[src/hdl/avm_pkg.sv]
// ----------------------------------------------------------------------------
// avm_pkg: shared definitions for the autoranging voltmeter scaler
// Register indexes, sequencer states and fixed widths.
// ----------------------------------------------------------------------------
package avm_pkg;

  localparam int ADC_BITS_DEF = 24;   // default ADC word width
  localparam int DIV_W        = 32;   // slope and divisor width
  localparam int UV_W         = 31;   // microvolt result width
  localparam int ERR_W        = 8;
  localparam int CNT_W        = 32;
  localparam int VAL_W        = 42;   // signed scaled value before clamping
  localparam int QLIM_LOG2    = 40;   // quotient magnitude limit is 2**40

  localparam logic [UV_W-1:0]  UV_MAX      = '1;
  localparam logic [DIV_W-1:0] DIVISOR_RST = 32'd1;

  typedef enum logic [2:0] {
    REG_SLOPE_HI  = 3'd0,
    REG_OFFSET_HI = 3'd1,
    REG_SLOPE_LO  = 3'd2,
    REG_OFFSET_LO = 3'd3,
    REG_DIVISOR   = 3'd4,
    REG_THR_UP    = 3'd5,
    REG_THR_DOWN  = 3'd6,
    REG_MIN_VOLT  = 3'd7
  } avm_reg_e;

  typedef enum logic [4:0] {
    ST_IDLE = 5'b00001,
    ST_MUL  = 5'b00010,
    ST_DIV  = 5'b00100,
    ST_FIN  = 5'b01000,
    ST_DONE = 5'b10000
  } state_t;

  // Bit positions of the result fields in out_tdata
  localparam int OUT_RANGE_BIT = 2 * UV_W;
  localparam int OUT_W         = 2 * UV_W + 1 + ERR_W + 1 + CNT_W;

endpackage

[src/hdl/autoranging_voltmeter_scaler.sv]
// ----------------------------------------------------------------------------
// autoranging_voltmeter_scaler: two-range voltmeter scaling with hysteresis
// Each reading runs a serial multiply/divide for the filtered, then unfiltered
// sample, or is skipped; a new reading is taken only once the last one is out.
// rst_n (synchronous, low) selects the high range, clears counts and voltages.
// ----------------------------------------------------------------------------
module autoranging_voltmeter_scaler #(
  parameter int ADC_BITS = avm_pkg::ADC_BITS_DEF
) (
  input  logic                                clk,
  input  logic                                rst_n,
  // configuration write channel
  input  logic                                cfg_valid,
  output logic                                cfg_ready,
  input  logic [2:0]                          cfg_index,
  input  logic [avm_pkg::DIV_W-1:0]           cfg_data,
  // input stream
  input  logic                                in_tvalid,
  output logic                                in_tready,
  // in_tdata, low bit up: raw_filtered, raw_unfiltered, new_overload, cv_mode
  input  logic [((2*ADC_BITS+2+7)/8)*8-1:0]   in_tdata,
  // result stream
  output logic                                out_tvalid,
  input  logic                                out_tready,
  // out_tdata, low bit up: voltage_uv, unfiltered_uv, range_now, error_total,
  // error_kind, reading_count
  output logic [avm_pkg::OUT_W-1:0]           out_tdata,
  // out_tuser: updated
  output logic                                out_tuser
);

  import avm_pkg::*;

  // Product/dividend register width and step counter width
  localparam int PW = DIV_W + ADC_BITS;
  localparam int CW = $clog2(PW);
  localparam logic [PW-1:0] QLIM = PW'(1) << QLIM_LOG2;

  // --------------------------------------------------------------------------
  // Configuration registers. Writes are accepted in every cycle; the caller must
  // only write while no reading is in flight, the block itself does not enforce it.
  // --------------------------------------------------------------------------
  logic [DIV_W-1:0] slope_hi_r, slope_hi_nxt, slope_lo_r, slope_lo_nxt;
  logic [DIV_W-1:0] off_hi_r, off_hi_nxt, off_lo_r, off_lo_nxt;
  logic [DIV_W-1:0] divisor_r, divisor_nxt, min_volt_r, min_volt_nxt;
  logic [UV_W-1:0]  thr_up_r, thr_up_nxt, thr_dn_r, thr_dn_nxt;

  assign cfg_ready = 1'b1;

  always_comb begin
    slope_hi_nxt = slope_hi_r;
    slope_lo_nxt = slope_lo_r;
    off_hi_nxt   = off_hi_r;
    off_lo_nxt   = off_lo_r;
    divisor_nxt  = divisor_r;
    min_volt_nxt = min_volt_r;
    thr_up_nxt   = thr_up_r;
    thr_dn_nxt   = thr_dn_r;
    if (cfg_valid) begin
      unique case (avm_reg_e'(cfg_index))
        REG_SLOPE_HI:  slope_hi_nxt = cfg_data;
        REG_OFFSET_HI: off_hi_nxt   = cfg_data;
        REG_SLOPE_LO:  slope_lo_nxt = cfg_data;
        REG_OFFSET_LO: off_lo_nxt   = cfg_data;
        REG_DIVISOR:   divisor_nxt  = cfg_data;
        REG_THR_UP:    thr_up_nxt   = cfg_data[UV_W-1:0];
        REG_THR_DOWN:  thr_dn_nxt   = cfg_data[UV_W-1:0];
        REG_MIN_VOLT:  min_volt_nxt = cfg_data;
        default:       min_volt_nxt = min_volt_r;
      endcase
    end
  end

  // --------------------------------------------------------------------------
  // Meter state. These registers also drive the result port directly: all but
  // out_valid_r change only at the edge that presents a new result.
  // --------------------------------------------------------------------------
  logic              range_r, range_nxt;
  logic [ERR_W-1:0]  err_r, err_nxt;
  logic              last_r, last_nxt;
  logic [CNT_W-1:0]  count_r, count_nxt;
  logic [UV_W-1:0]   held_v_r, held_v_nxt, held_u_r, held_u_nxt;
  logic              upd_r, upd_nxt;
  logic              out_valid_r, out_valid_nxt;

  // Sequencer and shared datapath
  state_t             state_r, state_nxt;
  logic               sel_r, sel_nxt;        // 0 filtered, 1 unfiltered
  logic [CW-1:0]      cnt_r, cnt_nxt;
  logic [PW-1:0]      prod_r, prod_nxt;      // product, then dividend/quotient
  logic [DIV_W-1:0]   rem_r, rem_nxt;
  logic [ADC_BITS-1:0] raw_f_r, raw_f_nxt, raw_u_r, raw_u_nxt;
  logic               ovl_r, ovl_nxt, cv_r, cv_nxt;
  logic signed [VAL_W-1:0] vf_r, vf_nxt, vu_r, vu_nxt;

  // Magnitude of a two's complement ADC word
  function automatic logic [ADC_BITS-1:0] mag_of(input logic [ADC_BITS-1:0] x);
    mag_of = x[ADC_BITS-1] ? ADC_BITS'(~x + 1'b1) : x;
  endfunction

  // Clamp a signed scaled value to the unsigned microvolt range
  function automatic logic [UV_W-1:0] clamp_uv(input logic signed [VAL_W-1:0] v);
    if (v[VAL_W-1]) begin
      clamp_uv = '0;
    end else if (v[VAL_W-2:UV_W] != '0) begin
      clamp_uv = UV_MAX;
    end else begin
      clamp_uv = v[UV_W-1:0];
    end
  endfunction

  // Range dependent coefficients; the range selection stays fixed while a reading is in work
  logic [DIV_W-1:0] slope, offset, div_eff;
  assign slope   = range_r ? slope_hi_r : slope_lo_r;
  assign offset  = range_r ? off_hi_r : off_lo_r;
  assign div_eff = (divisor_r == '0) ? DIVISOR_RST : divisor_r;

  // --------------------------------------------------------------------------
  // Shared 33-bit add/subtract unit: adds the slope during the shift-add
  // multiply, subtracts the divisor during the restoring divide.
  // --------------------------------------------------------------------------
  logic [DIV_W:0]   alu_a, alu_b;
  logic             alu_sub;
  logic [DIV_W+1:0] alu_res;

  always_comb begin
    alu_sub = state_r == ST_DIV;
    if (alu_sub) begin
      alu_a = {rem_r, prod_r[PW-1]};
      alu_b = {1'b0, div_eff};
    end else begin
      alu_a = {1'b0, prod_r[PW-1:ADC_BITS]};
      alu_b = prod_r[0] ? {1'b0, slope} : '0;
    end
    alu_res = alu_sub ? ({1'b0, alu_a} - {1'b0, alu_b})
                      : ({1'b0, alu_a} + {1'b0, alu_b});
  end

  // Quotient limit, sign and offset of the reading just divided
  logic [QLIM_LOG2:0]      q_lim;
  logic signed [VAL_W-1:0] q_signed, v_cur;
  logic [ADC_BITS-1:0]     raw_cur;

  always_comb begin
    raw_cur  = sel_r ? raw_u_r : raw_f_r;
    q_lim    = (prod_r > QLIM) ? QLIM[QLIM_LOG2:0] : prod_r[QLIM_LOG2:0];
    q_signed = raw_cur[ADC_BITS-1] ? -$signed({1'b0, q_lim}) : $signed({1'b0, q_lim});
    v_cur    = q_signed + $signed({{(VAL_W-DIV_W){offset[DIV_W-1]}}, offset});
  end

  // Result bookkeeping, evaluated in the final state
  logic              skip;
  logic [UV_W-1:0]   new_v, new_u;
  logic              below_min;
  logic [ERR_W-1:0]  err_add;

  always_comb begin
    skip      = !range_r && ovl_r && !cv_r;
    new_v     = clamp_uv(vf_r);
    new_u     = clamp_uv(vu_r);
    below_min = vu_r < $signed({{(VAL_W-DIV_W){min_volt_r[DIV_W-1]}}, min_volt_r});
    err_add   = ERR_W'(range_r && ovl_r) + ERR_W'(below_min);
  end

  assign in_tready = state_r == ST_IDLE;

  // --------------------------------------------------------------------------
  // Sequencer: per reading ADC_BITS multiply steps, PW divide steps and one
  // step for limit, sign and offset; filtered first, then unfiltered.
  // --------------------------------------------------------------------------
  always_comb begin
    state_nxt     = state_r;
    sel_nxt       = sel_r;
    cnt_nxt       = cnt_r;
    prod_nxt      = prod_r;
    rem_nxt       = rem_r;
    raw_f_nxt     = raw_f_r;
    raw_u_nxt     = raw_u_r;
    ovl_nxt       = ovl_r;
    cv_nxt        = cv_r;
    vf_nxt        = vf_r;
    vu_nxt        = vu_r;
    range_nxt     = range_r;
    err_nxt       = err_r;
    last_nxt      = last_r;
    count_nxt     = count_r;
    held_v_nxt    = held_v_r;
    held_u_nxt    = held_u_r;
    upd_nxt       = upd_r;
    out_valid_nxt = out_valid_r && !out_tready;

    unique case (state_r)
      ST_IDLE: begin
        if (in_tvalid) begin
          raw_f_nxt = in_tdata[ADC_BITS-1:0];
          raw_u_nxt = in_tdata[2*ADC_BITS-1:ADC_BITS];
          ovl_nxt   = in_tdata[2*ADC_BITS];
          cv_nxt    = in_tdata[2*ADC_BITS+1];
          sel_nxt   = 1'b0;
          cnt_nxt   = '0;
          prod_nxt  = {{DIV_W{1'b0}}, mag_of(in_tdata[ADC_BITS-1:0])};
          // Overload in the low range outside CV mode: no scaling at all
          if (!range_r && in_tdata[2*ADC_BITS] && !in_tdata[2*ADC_BITS+1]) begin
            state_nxt = ST_DONE;
          end else begin
            state_nxt = ST_MUL;
          end
        end
      end
      ST_MUL: begin
        prod_nxt = {alu_res[DIV_W:0], prod_r[ADC_BITS-1:1]};
        if (cnt_r == CW'(ADC_BITS - 1)) begin
          cnt_nxt   = '0;
          rem_nxt   = '0;
          state_nxt = ST_DIV;
        end else begin
          cnt_nxt = cnt_r + 1'b1;
        end
      end
      ST_DIV: begin
        // Borrow clear means the shifted remainder covers the divisor
        if (!alu_res[DIV_W+1]) begin
          rem_nxt  = alu_res[DIV_W-1:0];
          prod_nxt = {prod_r[PW-2:0], 1'b1};
        end else begin
          rem_nxt  = alu_a[DIV_W-1:0];
          prod_nxt = {prod_r[PW-2:0], 1'b0};
        end
        if (cnt_r == CW'(PW - 1)) begin
          state_nxt = ST_FIN;
        end else begin
          cnt_nxt = cnt_r + 1'b1;
        end
      end
      ST_FIN: begin
        if (!sel_r) begin
          vf_nxt    = v_cur;
          sel_nxt   = 1'b1;
          cnt_nxt   = '0;
          prod_nxt  = {{DIV_W{1'b0}}, mag_of(raw_u_r)};
          state_nxt = ST_MUL;
        end else begin
          vu_nxt    = v_cur;
          state_nxt = ST_DONE;
        end
      end
      ST_DONE: begin
        // Hold the result here until the output slot is free
        if (!out_valid_r || out_tready) begin
          out_valid_nxt = 1'b1;
          state_nxt     = ST_IDLE;
          if (skip) begin
            range_nxt = 1'b1;
            upd_nxt   = 1'b0;
          end else begin
            upd_nxt    = 1'b1;
            err_nxt    = err_r + err_add;
            if (below_min) begin
              last_nxt = 1'b1;
            end else if (range_r && ovl_r) begin
              last_nxt = 1'b0;
            end
            held_v_nxt = new_v;
            held_u_nxt = new_u;
            count_nxt  = count_r + 1'b1;
            if (!cv_r) begin
              priority if (new_u > thr_up_r) begin
                range_nxt = 1'b1;
              end else if (new_u < thr_dn_r) begin
                range_nxt = 1'b0;
              end
            end
          end
        end
      end
      default: state_nxt = ST_IDLE;
    endcase
  end

  // Control, configuration and meter state
  always_ff @(posedge clk) begin
    if (!rst_n) begin
      state_r     <= ST_IDLE;
      out_valid_r <= 1'b0;
      slope_hi_r  <= '0;
      slope_lo_r  <= '0;
      off_hi_r    <= '0;
      off_lo_r    <= '0;
      divisor_r   <= DIVISOR_RST;
      min_volt_r  <= '0;
      thr_up_r    <= '0;
      thr_dn_r    <= '0;
      range_r     <= 1'b1;
      err_r       <= '0;
      last_r      <= 1'b0;
      count_r     <= '0;
      held_v_r    <= '0;
      held_u_r    <= '0;
      upd_r       <= 1'b0;
    end else begin
      state_r     <= state_nxt;
      out_valid_r <= out_valid_nxt;
      slope_hi_r  <= slope_hi_nxt;
      slope_lo_r  <= slope_lo_nxt;
      off_hi_r    <= off_hi_nxt;
      off_lo_r    <= off_lo_nxt;
      divisor_r   <= divisor_nxt;
      min_volt_r  <= min_volt_nxt;
      thr_up_r    <= thr_up_nxt;
      thr_dn_r    <= thr_dn_nxt;
      range_r     <= range_nxt;
      err_r       <= err_nxt;
      last_r      <= last_nxt;
      count_r     <= count_nxt;
      held_v_r    <= held_v_nxt;
      held_u_r    <= held_u_nxt;
      upd_r       <= upd_nxt;
    end
  end

  // Datapath registers: meaningful only while the sequencer uses them
  always_ff @(posedge clk) begin
    sel_r   <= sel_nxt;
    cnt_r   <= cnt_nxt;
    prod_r  <= prod_nxt;
    rem_r   <= rem_nxt;
    raw_f_r <= raw_f_nxt;
    raw_u_r <= raw_u_nxt;
    ovl_r   <= ovl_nxt;
    cv_r    <= cv_nxt;
    vf_r    <= vf_nxt;
    vu_r    <= vu_nxt;
  end

  assign out_tvalid = out_valid_r;
  assign out_tuser  = upd_r;
  assign out_tdata  = {count_r, last_r, err_r, range_r, held_u_r, held_v_r};

endmodule

[config.mk]
export PLATFORM = sky130hd
export DESIGN_NAME = autoranging_voltmeter_scaler
export DESIGN_NICKNAME = d
export VERILOG_FILES = /design/src/hdl/avm_pkg.sv /design/src/hdl/autoranging_voltmeter_scaler.sv
export SDC_FILE = /design/constraint.sdc
export NUM_CORES = 2
export LEC_CHECK = 0
export BUFFER_PORTS_ARGS = -buffer_cell sky130_fd_sc_hd__buf_2
export CELL_PAD_IN_SITES_DETAIL_PLACEMENT = 0
export CELL_PAD_IN_SITES_GLOBAL_PLACEMENT = 1
export CORE_MARGIN = 2
export CORE_UTILIZATION = 43
export CTS_CLUSTER_SIZE = 10
export DETAILED_ROUTE_END_ITERATION = 6
export PLACE_DENSITY_LB_ADDON = 0.25
export SETUP_SLACK_MARGIN = 0.2
export SLEW_MARGIN = 20
export SYNTH_ARGS = -nofsm -noshare
export SYNTH_HDL_FRONTEND = slang
export SYNTH_SLANG_ARGS = --single-unit
[constraint.sdc]
create_clock -name clk -period 6.7 [get_ports clk]
set_clock_uncertainty 0.1 [all_clocks]
set_input_delay 0.335 -clock clk [delete_from_list [all_inputs] [get_ports clk]]
set_output_delay 0.335 -clock clk [all_outputs]
set_load 0.02 [all_outputs]
==> flow_summary.ini <==
[outcome]
status = finished, violations left
violations = design-rule violations

[cells_and_area]
drive_gt1_frac = 0.113
top_regs = prod_r x56, vf_r x42, vu_r x42
largest-register = prod_r
fin_cells = 5044
largest_register_ffs = 56
layout.nets = 4243
area_delta_synth_final_pct = 13.8

[floorplanning]
io_pins = 204
die_area_mm2 = 0.0788
coreArea_mm2 = 0.0759
dieHeight_um = 281
fp.dieW_um = 281
start_util = 0.434
rows = 101

[yosys]
synthesis.area_mm2 = 0.0329
yosysSeqAreaShare = 0.410
syn_inst = 3825
avgSynthCellArea_um2 = 8.61
synth_seq_cells = 571
synth_edf_count = 206
synth_fp_nets = 4106
synthArstFlopShare = 0
ys_types = 83
synth_ff_type = dfxtp_1
yosysWarnings = 0

[worst_setup_path]
startpoint_type = register
worstSetupPathType = reg -> reg
reg2regPathDepth = 23
required_ns = 6.95
worstPathArrival_ns = 6.39
end_kind = register
crit_fanout = 6

[timing]
tightestPinTransition_ns = 1.10
period_needed_ns = 6.14
max_freq_mhz = 163
period_share = 0.916
rsz0062_at_grt = no
tns_ns = 0
drv_slew = 0
worst_slack_ns = 0.560
hold_viol_final = 0
slew_headroom = 0.267
setup_viol = 0

[clock_network]
cts_tree = done
clkSlewWorstSetupHoldPaths_ns = 0.06
cts.root.buffer_cell = clkbuf_16
cts.sinks = 571
htreeDepth = 3
cts_made_buffers = 71
clk_latency_ns = 0.63
cts_buffer_depth = 3

[global_routing]
grt_overflow = 0
antenna_found_initial = 2
grt_pass1_wl_um = 156000
grt_max_degree = 168
grt_pass1_vias = 25700
grt_usage = 0.255

[placement]
placed_cells = 4877
dp_hpwl_um = 71600
gp_congestion = 0.850
io_buffers = 196
preCtsSetupSlack_ns = 0.162

[routing]
drt_first_iter_violations = 2371
drcViolationCount = 8
vias_per_cell = 5.45
wl_per_cell_um = 20.2
vias = 27500
drt-pass1-iter-count = 7
ant_nets = 0
totalWireLength_um = 102000

[power_and_ir_drop]
vdd_ir_drop_max_mv = 0.258
leakage_nw = 14.6
powerDensity_mw_per_mm2 = 306

[min_path]
min_path_type = in -> reg
whs_path_depth = 3

[run]
drv_cap = 0
## path summary, 6_finish.rpt
path                start           end  slack [ns]
min           cfg_data[9]   thr_dn_r[9]        0.03
max reg2reg     prod_r[3]      vu_r[40]        0.56
min reg2reg  held_u_r[20]  held_u_r[20]        0.36
max             prod_r[3]      vu_r[40]        0.56
## cells in the final DEF, fill, tap and decap left out, types with 70 or more instances in the layout
cell type and count:
nor2_1 270, nand2_1 802, clkbuf_16 72, o21ai_0 116, xor2_1 73, ha_1 182, a21o_1 70, nor3_1 88
xnor2_1 114, buf_2 195, dfxtp_1 364, a21boi_0 298, a21oi_1 164, edfxtp_1 206, inv_1 129
## report_power, final
group          switching [mW]  internal, mW  leakage, nW
registers               0.327          3.98         4.91
clock network            1.54          2.16         1.06
logic                    2.10          1.37         8.63
total                    3.97          7.51         14.6
## synthesized netlist by cell type, types with 26 or more instances
cell type    n  share of area
nand2_1    804          0.092
dfxtp_1    365           0.22
a21boi_0   298          0.068
nor2_1     280          0.032
edfxtp_1   206           0.19
ha_1       182          0.069
clkbuf_1   175          0.020
a21oi_1    165          0.025
inv_1      129          0.015
o21ai_0    118          0.018
xnor2_1    114          0.030
nor3_1      90          0.014
xor2_1      73          0.019
a21o_1      70          0.016
nand3_1     68          0.010
nor2b_1     55          0.010
mux2_2      54          0.018
mux2i_1     51          0.015
and2_1      44         0.0084
a22o_1      32         0.0085
nand2b_1    32         0.0061
clkbuf_2    31         0.0047
nand4_1     30         0.0057
nor4_1      26         0.0049
## kinds of logic after synthesis
kind of cell / share of synthesized area
buf+inv: 0.0456
mux: 0.0340
simple gates: 0.205
fa+ha+maj: 0.0710
compound gates: 0.185
xor+xnor: 0.0497
flops: 0.410
other cells: 0.000114
## final cells by class
cell class	count	area, µm²
timing repair buffer	302	1890
clock buffer	110	1970
sequential	571	13500
multi-input combinational	2886	18100
tap	1030	1290
fill	7329	38500
clock inverter	12	236
antenna	3	7.51
inverter	130	490
## critical path: stages (launching register included)
cell	delay (ns)
edfxtp_1	0.47
or4_4	0.60
nor4b_4	0.25
and4_2	0.34
nand4_1	0.20
a21o_1	0.25
nor2_1	0.14
inv_1	0.06
ha_1	0.29
nand2_1	0.06
o21ai_0	0.30
fa_1	0.54
a21o_1	0.19
a21oi_1	0.25
o21ai_0	0.12
buf_4	0.16
a31oi_1	0.28
o22ai_1	0.22
nand2_1	0.11
nand2_1	0.20
a221oi_1	0.31
buf_4	0.20
o31ai_1	0.08
xor2_1	0.16
## timing repair
action | in CTS | in global routing
endpoints found under the hold margin | 87 | 0
resized for setup | 1 | 10
buffers inserted | 0 | 0
hold buffers | 42 | 0
setup endpoints to repair | 6 | 24
## stage by stage
stage,hold slack [ns],utilization,power (mW),instance area [µm²]
after floorplan,0.334,-,6.80,32900
after CTS,0.00223,0.493,11.5,37400
after global routing,0.0148,0.493,12.1,37500
after global placement,0.349,0.458,7.79,34800
after detailed placement,0.356,0.458,7.77,34800
final,0.0261,0.494,11.5,37500
## metal layers
layer | up-vias | global-route usage | share of wire
met5 | - | 0 | 0
met4 | 0 | 0.0773 | 0.029
met3 | 150 | 0.0334 | 0.050
met2 | 746 | 0.409 | 0.46
met1 | 13000 | 0.357 | 0.47
li1 | 13600 | - | -
No activity file was read; power rests on OpenSTA's default activity.
